**src/rtl/msa_pkg.sv**
```systemverilog
package msa_pkg;

  localparam int MaxNodes    = 32;
  localparam int MaxVsources = 8;
  localparam int ValueWidth  = 32;

  localparam int ActW   = 3;
  localparam int NodeW  = 6;
  localparam int SrcW   = 3;
  localparam int DataW  = 32;
  localparam int StatW  = 2;
  localparam int StepW  = 3;

  localparam logic [NodeW-1:0] NodeCountReset = 6'd32;
  localparam logic [StepW-1:0] LastStep       = 3'd4;

  typedef enum logic [ActW-1:0] {
    ACT_CLEAR = 3'd0,
    ACT_ISRC  = 3'd1,
    ACT_RES   = 3'd2,
    ACT_VSRC  = 3'd3,
    ACT_READ  = 3'd4
  } action_e;

  typedef enum logic [StatW-1:0] {
    ST_DONE     = 2'd0,
    ST_ZERO_RES = 2'd1,
    ST_RANGE    = 2'd2
  } status_e;

  typedef struct packed {
    logic             clr_start;
    logic             clr_step;
    logic             accept;
    logic             div_start;
    logic             div_step;
    logic [StepW-1:0] step;
    logic             stamp_rd;
    logic             stamp_wr;
    logic             read_issue;
    logic             read_cap;
    logic             push;
  } msa_cmd_t;

  typedef struct packed {
    logic [ActW-1:0] action;
    logic            bad;
    logic            step_en;
    logic            clr_last;
    logic            div_last;
  } msa_sts_t;

endpackage

```
**src/rtl/msa_ctrl.sv**
```systemverilog
module msa_ctrl (
  input  logic              clk_i,
  input  logic              rst_ni,
  input  logic              in_valid_i,
  output logic              in_ready_o,
  output logic              out_valid_o,
  input  logic              out_ready_i,
  input  msa_pkg::msa_sts_t sts_i,
  output msa_pkg::msa_cmd_t cmd_o
);

  localparam logic [3:0] S_CLEAR = 4'd0;
  localparam logic [3:0] S_IDLE  = 4'd1;
  localparam logic [3:0] S_DISP  = 4'd2;
  localparam logic [3:0] S_DIV   = 4'd3;
  localparam logic [3:0] S_STEP  = 4'd4;
  localparam logic [3:0] S_WR    = 4'd5;
  localparam logic [3:0] S_RDA   = 4'd6;
  localparam logic [3:0] S_RDB   = 4'd7;
  localparam logic [3:0] S_DONE  = 4'd8;

  logic [3:0]                state_q, state_d;
  logic [msa_pkg::StepW-1:0] step_q, step_d;
  logic                      clr_item_q, clr_item_d;
  logic                      out_valid_q, out_valid_d;

  assign in_ready_o  = (state_q == S_IDLE);
  assign out_valid_o = out_valid_q;

  always_comb begin
    state_d    = state_q;
    step_d     = step_q;
    clr_item_d = clr_item_q;
    out_valid_d = out_valid_q & ~out_ready_i;
    cmd_o      = '0;
    cmd_o.step = step_q;
    unique case (state_q)
      S_CLEAR: begin
        cmd_o.clr_step = 1'b1;
        if (sts_i.clr_last) begin
          state_d = clr_item_q ? S_DONE : S_IDLE;
        end
      end
      S_IDLE: begin
        if (in_valid_i) begin
          cmd_o.accept = 1'b1;
          state_d      = S_DISP;
        end
      end
      S_DISP: begin
        step_d = '0;
        if (sts_i.bad) begin
          state_d = S_DONE;
        end else begin
          unique case (sts_i.action)
            msa_pkg::ACT_CLEAR: begin
              cmd_o.clr_start = 1'b1;
              clr_item_d      = 1'b1;
              state_d         = S_CLEAR;
            end
            msa_pkg::ACT_RES: begin
              cmd_o.div_start = 1'b1;
              state_d         = S_DIV;
            end
            msa_pkg::ACT_READ: state_d = S_RDA;
            msa_pkg::ACT_ISRC, msa_pkg::ACT_VSRC: state_d = S_STEP;
            default: state_d = S_DONE;
          endcase
        end
      end
      S_DIV: begin
        cmd_o.div_step = 1'b1;
        if (sts_i.div_last) begin
          state_d = S_STEP;
        end
      end
      S_STEP: begin
        if (sts_i.step_en) begin
          cmd_o.stamp_rd = 1'b1;
          state_d        = S_WR;
        end else if (step_q == msa_pkg::LastStep) begin
          state_d = S_DONE;
        end else begin
          step_d = step_q + 1'b1;
        end
      end
      S_WR: begin
        cmd_o.stamp_wr = 1'b1;
        if (step_q == msa_pkg::LastStep) begin
          state_d = S_DONE;
        end else begin
          step_d  = step_q + 1'b1;
          state_d = S_STEP;
        end
      end
      S_RDA: begin
        cmd_o.read_issue = 1'b1;
        state_d          = S_RDB;
      end
      S_RDB: begin
        cmd_o.read_cap = 1'b1;
        state_d        = S_DONE;
      end
      S_DONE: begin
        if (!out_valid_q || out_ready_i) begin
          cmd_o.push  = 1'b1;
          out_valid_d = 1'b1;
          clr_item_d  = 1'b0;
          state_d     = S_IDLE;
        end
      end
      default: state_d = S_IDLE;
    endcase
  end

  always_ff @(posedge clk_i or negedge rst_ni) begin
    if (!rst_ni) begin
      state_q     <= S_CLEAR;
      step_q      <= '0;
      clr_item_q  <= 1'b0;
      out_valid_q <= 1'b0;
    end else begin
      state_q     <= state_d;
      step_q      <= step_d;
      clr_item_q  <= clr_item_d;
      out_valid_q <= out_valid_d;
    end
  end

endmodule

```
**config.mk**
```make
export PLATFORM = sky130hd
export DESIGN_NAME = msa_ctrl
export DESIGN_NICKNAME = d
export VERILOG_FILES = /design/src/rtl/msa_pkg.sv /design/src/rtl/msa_ctrl.sv
export SDC_FILE = /design/constraint.sdc
export NUM_CORES = 1
export LEC_CHECK = 0
export ABC_AREA = 1
export BUFFER_PORTS_ARGS = -buffer_cell sky130_fd_sc_hd__buf_4
export CORE_MARGIN = 5
export CORE_UTILIZATION = 44
export DETAILED_ROUTE_END_ITERATION = 8
export PLACE_DENSITY = 0.84
export SYNTH_ARGS = -nofsm -noshare
export SYNTH_HDL_FRONTEND = slang
export SYNTH_SLANG_ARGS = --single-unit
```
**constraint.sdc**
```tcl
create_clock -name clk_i -period 1.2 [get_ports clk_i]
set_input_delay 0.18 -clock clk_i [delete_from_list [all_inputs] [get_ports clk_i]]
set_output_delay 0.18 -clock clk_i [all_outputs]
set_load 0.01 [all_outputs]
```
Yosys cells after proc, flatten, opt, wreduce, memory -nomap -nowiden
Cells that the tools add are included.
{ "classes": {"addsub": 1, "reduce_logical": 10, "n_eq_ne": 21, "n_bitwise": 2, "n_mux": 37} }
{ "ops": {"columns": ["op", "n"], "rows": [
  ["2-to-1 mux 4 bit", 9],
  ["one-hot mux 4 bit (9 select lines)", 1],
  ["2-to-1 mux 1 bit", 22],
  ["== test 4 x 3 -> 1 bit (second input constant)", 4],
  ["one-hot mux 4 bit (4 select lines)", 1],
  ["!= test 2 bit (second input constant)", 6],
  ["one-hot mux 3 bit (3 select lines)", 1],
  ["== test 4 x 2 -> 1 bit (second input constant)", 2],
  ["== test 3 x 2 -> 1 bit (second input constant)", 2],
  ["== test 3 bit (second input constant)", 2],
  ["2-to-1 mux 3 bit", 2],
  ["AND reduction 5 bit", 1],
  ["== test 4 x 1 -> 1 bit (second input constant)", 1],
  ["== test 4 bit (second input constant)", 1],
  ["zero test 4 bit", 1],
  ["AND reduction 4 bit", 1],
  ["adder 3 x 1 -> 3 bit (second input constant)", 1],
  ["== test 3 x 1 -> 1 bit (second input constant)", 1],
  ["zero test 3 bit", 1],
  ["!= test 3 bit (second input constant)", 1],
  ["nonzero test 3 bit", 1],
  ["!= test 2 x 1 -> 1 bit (second input constant)", 1],
  ["one-hot mux 1 bit (2 select lines)", 1],
  ["AND reduction 2 bit", 1],
  ["6 further kinds", 6]
]} }
{ "totals": {"out_inout_bits": 15, "regBits": 9} }

Logic depth before layout (Yosys ltp)
Gate-level depths: netlist of run 1.
{ "logic_depth": {"ltp_word": 5, "depth_mapped": 9} }

Worst setup path after synthesis of run 1
No wires, ideal clock.
{ "synth_path": {"path_type": "flip-flop to flip-flop", "from": "register step_q[0] (netlist bit)", "to": "register state_q[0]", "period_less_slack_ns": 1.273, "t_arrival_ns": 1.152, "path_slack_ns": -0.073, "setup_time_ns": 0.120, "stages_incl_launch_ff": 9, "required_time_ns": 1.080, "cell_sequence": "dfrtp_1 > inv_1 > ha_1 > nand2_1 > nand4_1 > nand2_1 > nor2_2 > nand2_1 > nand2_1"} }
{ "synth_via": {"elab_chain_len": 3} }
{ "synth_lines": {"columns": ["element", "line", "source"], "rows": [
  ["start: declaration", "msa_ctrl.sv:23", "logic [msa_pkg::StepW-1:0] step_q, step_d;"],
  ["start signal: assignment", "msa_ctrl.sv:124", "step_q <= step_d;"],
  ["== test 3 bit", "msa_ctrl.sv:81", "end else if (step_q == msa_pkg::LastStep) begin"],
  ["!= test 3 bit (no line)", null, null],
  ["AND reduction 5 bit (no line)", null, null],
  ["end signal: assignment", "msa_ctrl.sv:123", "state_q <= state_d;"],
  ["end: declaration", "msa_ctrl.sv:22", "logic [3:0] state_q, state_d;"]
]} }
No other way between the ends.
A chain may end at the register's enable or synchronous reset.

==> qor.txt, run 1 <==
Fmax: 662 MHz
Post-route ant nets: 0
Final count of hold timing violations: 0
Most frequent cells in the layout: buf_4 (43), nand2_1 (20), buf_6 (14)
Final setup vio count: 19
Largest area contributor in the netlist: dfrtp_1
YS warnings: 0
Most common cell after layout, fill and taps aside: buf_4
# Max-Cap Violations: 0
Slack of the worst reg-to-reg path: -220 ps
Syn avg cell area: 6.62 um^2
WL final: 2830 um
Xor/xnor cell area share of the yosys netlist: 1.13%
Port Buffers: 25
Final core utilization: 84.0%
Cell count of the worst reg-to-reg path: 10
Hold EP: out_valid_o
# clock sinks: 9
Drt via density: 5.18
Share of post-route cells with drive strength above 1: 58.4%
Synth Instances: 117
RePlAce Congestion: 0.867
Cell family with most CP delay: simple AND/OR/NAND/NOR gates
Adder and majority gate portion of the synthesized area: 3.23%
Worst setup EP type: output port
Post-synth net total: 130
Worst Setup Path Type: reg -> out
Slowest-stage cell, CP: dfrtp_1
RSZ-0062 raised after global routing: true
Tmin final: 1510 ps
Startpoint Class: flop
Power Density: 2070 mW/mm^2
Initial antenna violation count: 0
Die Span X: 52.0 um
First-pass GRT wire length: 4440 um
HP Class: in -> reg
Area of the mapped netlist: 774 um^2
Lkg Pwr: 0.767 nW
Cell count along the critical path: 6
Post-synthesis sequential area ratio: 29.1%
Root Driver: clkbuf_4
Synth Area in Simple Gates: 49.4%
Die extent in y: 52.0 um
Clock Skew: 1.01 ps
# nets final: 192
Hold depth: 2
Worst Path Buf+Inv: 2
Worst path cell trace: inv_2 -> nand2_4 -> nor2_4 -> nand3_2 -> nor2_2 -> buf_6
Post-route worst setup slack: -312 ps
Pin count of the biggest net entering global routing: 12
CTS max path bufs: 2
Rel. slew slack: 83.4%
Failing checks: negative setup slack
RR Endpoint: state_q[3]
Largest family of logic cells by synthesized area: simple AND/OR/NAND/NOR gates
H-tree depth: 1
Critical Path Max Stage Delay: 420 ps
Crit path max fanout: 4
Vias in the first global route: 1013
Hold Path Origin: out_ready_i
Post-synth top area share: 29.1%
CTS tree: done
Slew @ Worst Pin: 246 ps
Post-synthesis compound-gate area fraction: 6.46%
Required @ worst endpoint: 1020 ps
Starting density of the core: 45.3%
Clk Latency, worst-skew pair: 250 ps
Grt total ovfl: 0
Final worst-path cycle share: 126%
Io pins: 26
Detailed Place HPWL: 1930 um
N_diodes: 0
FF+latch count, synth: 9
Post-DR wirelength/cell: 14.0 um
Maximum vdd drop: 0.00139 V
Area of the die: 0.00270 mm^2
Core Area: 0.00171 mm^2
1st-pass router iterations: 4
Tot GR Track Use: 21.7%
DRC: 0
Clock-pin slew on the worst setup and hold paths: 60 ps
Vias after detailed routing: 1052
Initial DRC Count: 25
Place WS: -80.2 ps
Slew Limit Fails: 0
R2R Path Start: state_q[2]
Top cells by area, synth: dfrtp_1 (29%), nand2_1 (13%), nand3_1 (8.4%)
Worst Path Arrival: 1330 ps
Synth unique cells: 22
Area grow syn2layout: 85.1%
Outcome: finished with violations
Num rows: 15
Post-synthesis mux area share: 0%
CTS buffer count: 3
## registers in the layout, summed over array words and instances (netlist names)
register / count
out_valid_o: 1
step_q: 3
clr_item_q: 1
state_q: 4
## stage by stage
stage               hold WS [ps]  cell area [um^2]  setup TNS, ps  instances  power, mW
finish                       128              1430          -4320        203       2.96
global route                 152              1430          -5590        203       3.17
CTS                          123              1320          -3970        198       2.69
detailed placement          8.00              1170           -537        187       2.23
global placement            6.08              1170           -164        187       2.14
floorplan                   -116               806           -118        117       1.44
## report_power, final
| group | switching (mW) | internal [mW] |
|---|---|---|
| sequential | 0.119 | 0.421 |
| clock | 0.0927 | 0.127 |
| combinational | 1.15 | 1.05 |
| total | 1.37 | 1.60 |
## worst reg2reg max path: cells and delay by family (launching register included)
kind | cells | cell delay [ps]
buffers and inverters | 3 | 350
flip-flops | 1 | 420
AND/OR/NAND/NOR | 7 | 530
## how the worst max path moves through the flow
stage / end / from / slack [ps]
2_1_floorplan: state_q[0] / step_q[0] / -30
3_3_place_gp: state_q[0] / state_q[1] / -40
3_5_place_dp: state_q[0] / state_q[1] / -80
4_1_cts: cmd_o[12] / state_q[0] / -280
5_1_grt: cmd_o[12] / state_q[2] / -410
6_report: cmd_o[12] / state_q[2] / -310
## area by class of cell
cell class                 count  area, um^2
timing repair buffer          58         490
clock buffer                   4        26.3
inverter                      20        77.6
sequential                     9         228
fill                          87         274
tap                           25        31.3
multi-input combinational     87         581
## kinds of logic (layout without fill, tap and decap cells)
| family | count (synthesis) | after routing |
|---|---|---|
| buffers and inverters | 21 | 82 |
| XOR/XNOR | 1 | 1 |
| AND/OR/NAND/NOR | 76 | 76 |
| adder cells (fa/ha/maj) | 2 | 2 |
| AO/OA/AOI/OAI | 8 | 8 |
| flip-flops | 9 | 9 |
## cell usage after synthesis, drive strengths merged
| master | number |
|---|---|
| nand4 | 3 |
| o211ai | 1 |
| nor4 | 1 |
| nand2 | 29 |
| nand3 | 16 |
| nand3b | 4 |
| xnor2 | 1 |
| dfrtp | 9 |
| o21ai | 6 |
| nor2 | 19 |
| inv | 20 |
| a21oi | 1 |
| nor3 | 4 |
| buf | 1 |
| ha | 2 |
## routing by layer
metal	part of all wire (%)	GRT usage, %
met5	0	0
met4	2.5	9.61
met3	4.2	3.44
met2	52	38.5
met1	41	25.2
## what timing repair did
action                                  4_1_cts  5_1_grt
resized for setup                            19       20
setup buffers                                 6        5
hold buffers                                  1        0
pin swaps                                     6        9
endpoints found under the setup margin       19       19
hold endpoints to repair                      9        0
No activity file was read; power rests on OpenSTA's default activity.
==> run 2, diff against run 1 <==
--- a/config.mk
+++ b/config.mk
@@ -7,10 +7,13 @@
 export LEC_CHECK = 0
 export ABC_AREA = 1
 export BUFFER_PORTS_ARGS = -buffer_cell sky130_fd_sc_hd__buf_4
+export CELL_PAD_IN_SITES_DETAIL_PLACEMENT = 1
+export CELL_PAD_IN_SITES_GLOBAL_PLACEMENT = 1
 export CORE_MARGIN = 5
-export CORE_UTILIZATION = 44
+export CORE_UTILIZATION = 30
 export DETAILED_ROUTE_END_ITERATION = 8
 export PLACE_DENSITY = 0.84
+export SETUP_SLACK_MARGIN = 0.05
 export SYNTH_ARGS = -nofsm -noshare
 export SYNTH_HDL_FRONTEND = slang
 export SYNTH_SLANG_ARGS = --single-unit
==> qor.txt, run 2 (synthesis results as in run 1) <==
Num rows: 18
Slew Limit Fails: 0
Rel. slew slack: 77.4%
Final count of hold timing violations: 0
Outcome: finished with violations
Startpoint Class: flop
Final worst-path cycle share: 132%
Post-Route M1 WL: 1740 um
Tmin final: 1580 ps
1st-pass router iterations: 4
Fillcell total: 304
Drt via density: 5.19
Clock-pin slew on the worst setup and hold paths: 60 ps
Tot GR Track Use: 20.3%
Largest reg by FF count: state_q
# clock sinks: 9
Root Driver: clkbuf_4
Share of post-route cells with drive strength above 1: 62.0%
Most common cell after layout, fill and taps aside: buf_4
Post-DR wirelength/cell: 19.4 um
RePlAce Congestion: 0.832
Clock Skew: 2.01 ps
Fmax: 631 MHz
Post-route ant nets: 0
Worst setup EP type: output port
RSZ-0062 raised after global routing: true
First-pass GRT wire length: 5470 um
# nets final: 193
DRC: 0
Die extent in y: 60.8 um
Post-route worst setup slack: -384 ps
Non-Filler Instances: 209
Register area: 230 um^2
Area of the die: 0.00370 mm^2
WL final: 4050 um
Core Area: 0.00248 mm^2
CTS max path bufs: 2
Initial antenna violation count: 0
Grt total ovfl: 0
Crit path max fanout: 3
Setup TNS: -5690 ps
Met3 WL: 139 um
Final core utilization: 62.2%
CTS buffer count: 3
Largest register FFs: 4
Most frequent cells in the layout: buf_4 (39), nand2_1 (22), buf_6 (19), inv_2 (9), nor2_1 (9)
Top sig layer: met4
Final setup vio count: 19
N_diodes: 0
Lkg Pwr: 0.784 nW
Required @ worst endpoint: 1020 ps
HP Class: in -> reg
DP Cell Count: 187
CTS tree: done
Die Span X: 60.8 um
Detailed Place HPWL: 2330 um
Maximum vdd drop: 0.00142 V
Initial DRC Count: 33
Place WS: -123 ps
Port Buffers: 25
Hold Slack: 163 ps
Worst Setup Path Type: reg -> out
Clk Latency, worst-skew pair: 260 ps
Power Density: 2180 mW/mm^2
Vias in the first global route: 1147
Vias after detailed routing: 1085
Io pins: 26
Worst Path Arrival: 1400 ps
# Max-Cap Violations: 0
Largest registers in the final layout: state_q: 4 flops, step_q: 3 flops
Failing checks: negative setup slack
Met2 WL: 1980 um
H-tree depth: 1
Area grow syn2layout: 99.0%
Pin count of the biggest net entering global routing: 10
Multi-input logic area: 648 um^2
Slew @ Worst Pin: 337 ps
Starting density of the core: 31.3%
-- run 2: power by group --
part / internal (mW) / switching [mW] / total [mW] / leakage (nW)
sequential: 0.425 / 0.175 / 0.600 / 0.112
combinational: 1.15 / 1.37 / 2.52 / 0.657
clock: 0.129 / 0.116 / 0.245 / 0.0150
-- run 2: timing repair --
item                       4_1_cts  5_1_grt
hold buffers                     1        0
gates resized for setup         20       35
hold endpoints to repair         9        0
pin swaps                        8       12
buffers inserted                12        7
setup endpoints to repair       19       21
-- run 2: per-layer routing --
metal | vias to the layer above | GRT usage [%]
met3 | 16 | 0.638
met1 | 532 | 23.7
met2 | 35 | 37.9
li1 | 502 | -
met4 | 0 | 9.29
met5 | - | 0
-- run 2: worst paths after layout --
kind / slack, ps / from / end / cells after the start
worst max-delay path: -380 / state_q[3] / cmd_o[12] / 6
worst min-delay path: 160 / out_ready_i / out_valid_o / 2
worst max register to register: -350 / state_q[2] / step_q[2] / 9
worst min register to register: 580 / clr_item_q / clr_item_q / 2
max in group asynchronous: 770 / rst_ni / state_q[2] / 2
min in group asynchronous: 270 / rst_ni / step_q[0] / 2
-- run 2: area by class of cell --
cell class / instances / area share, %
multi-input combinational: 87 / 42.0
inverter: 20 / 5.36
sequential: 9 / 14.9
timing repair buffer: 59 / 33.5
tap: 30 / 2.44
clock buffer: 4 / 1.70
-- run 2: metrics by stage --
step / power [mW] / cell area [um^2]
final: 3.37 / 1540
after global routing: 3.57 / 1540
after CTS: 2.87 / 1380
after detailed placement: 2.24 / 1160
after global placement: 2.13 / 1160
after floorplan: 1.50 / 827
-- run 2: critical path: stages, from the launching register on --
cell	delay, ps
dfrtp_2	460
inv_4	110
nand2_4	70
nor2_4	170
nand3_4	110
nor2_4	100
buf_6	100
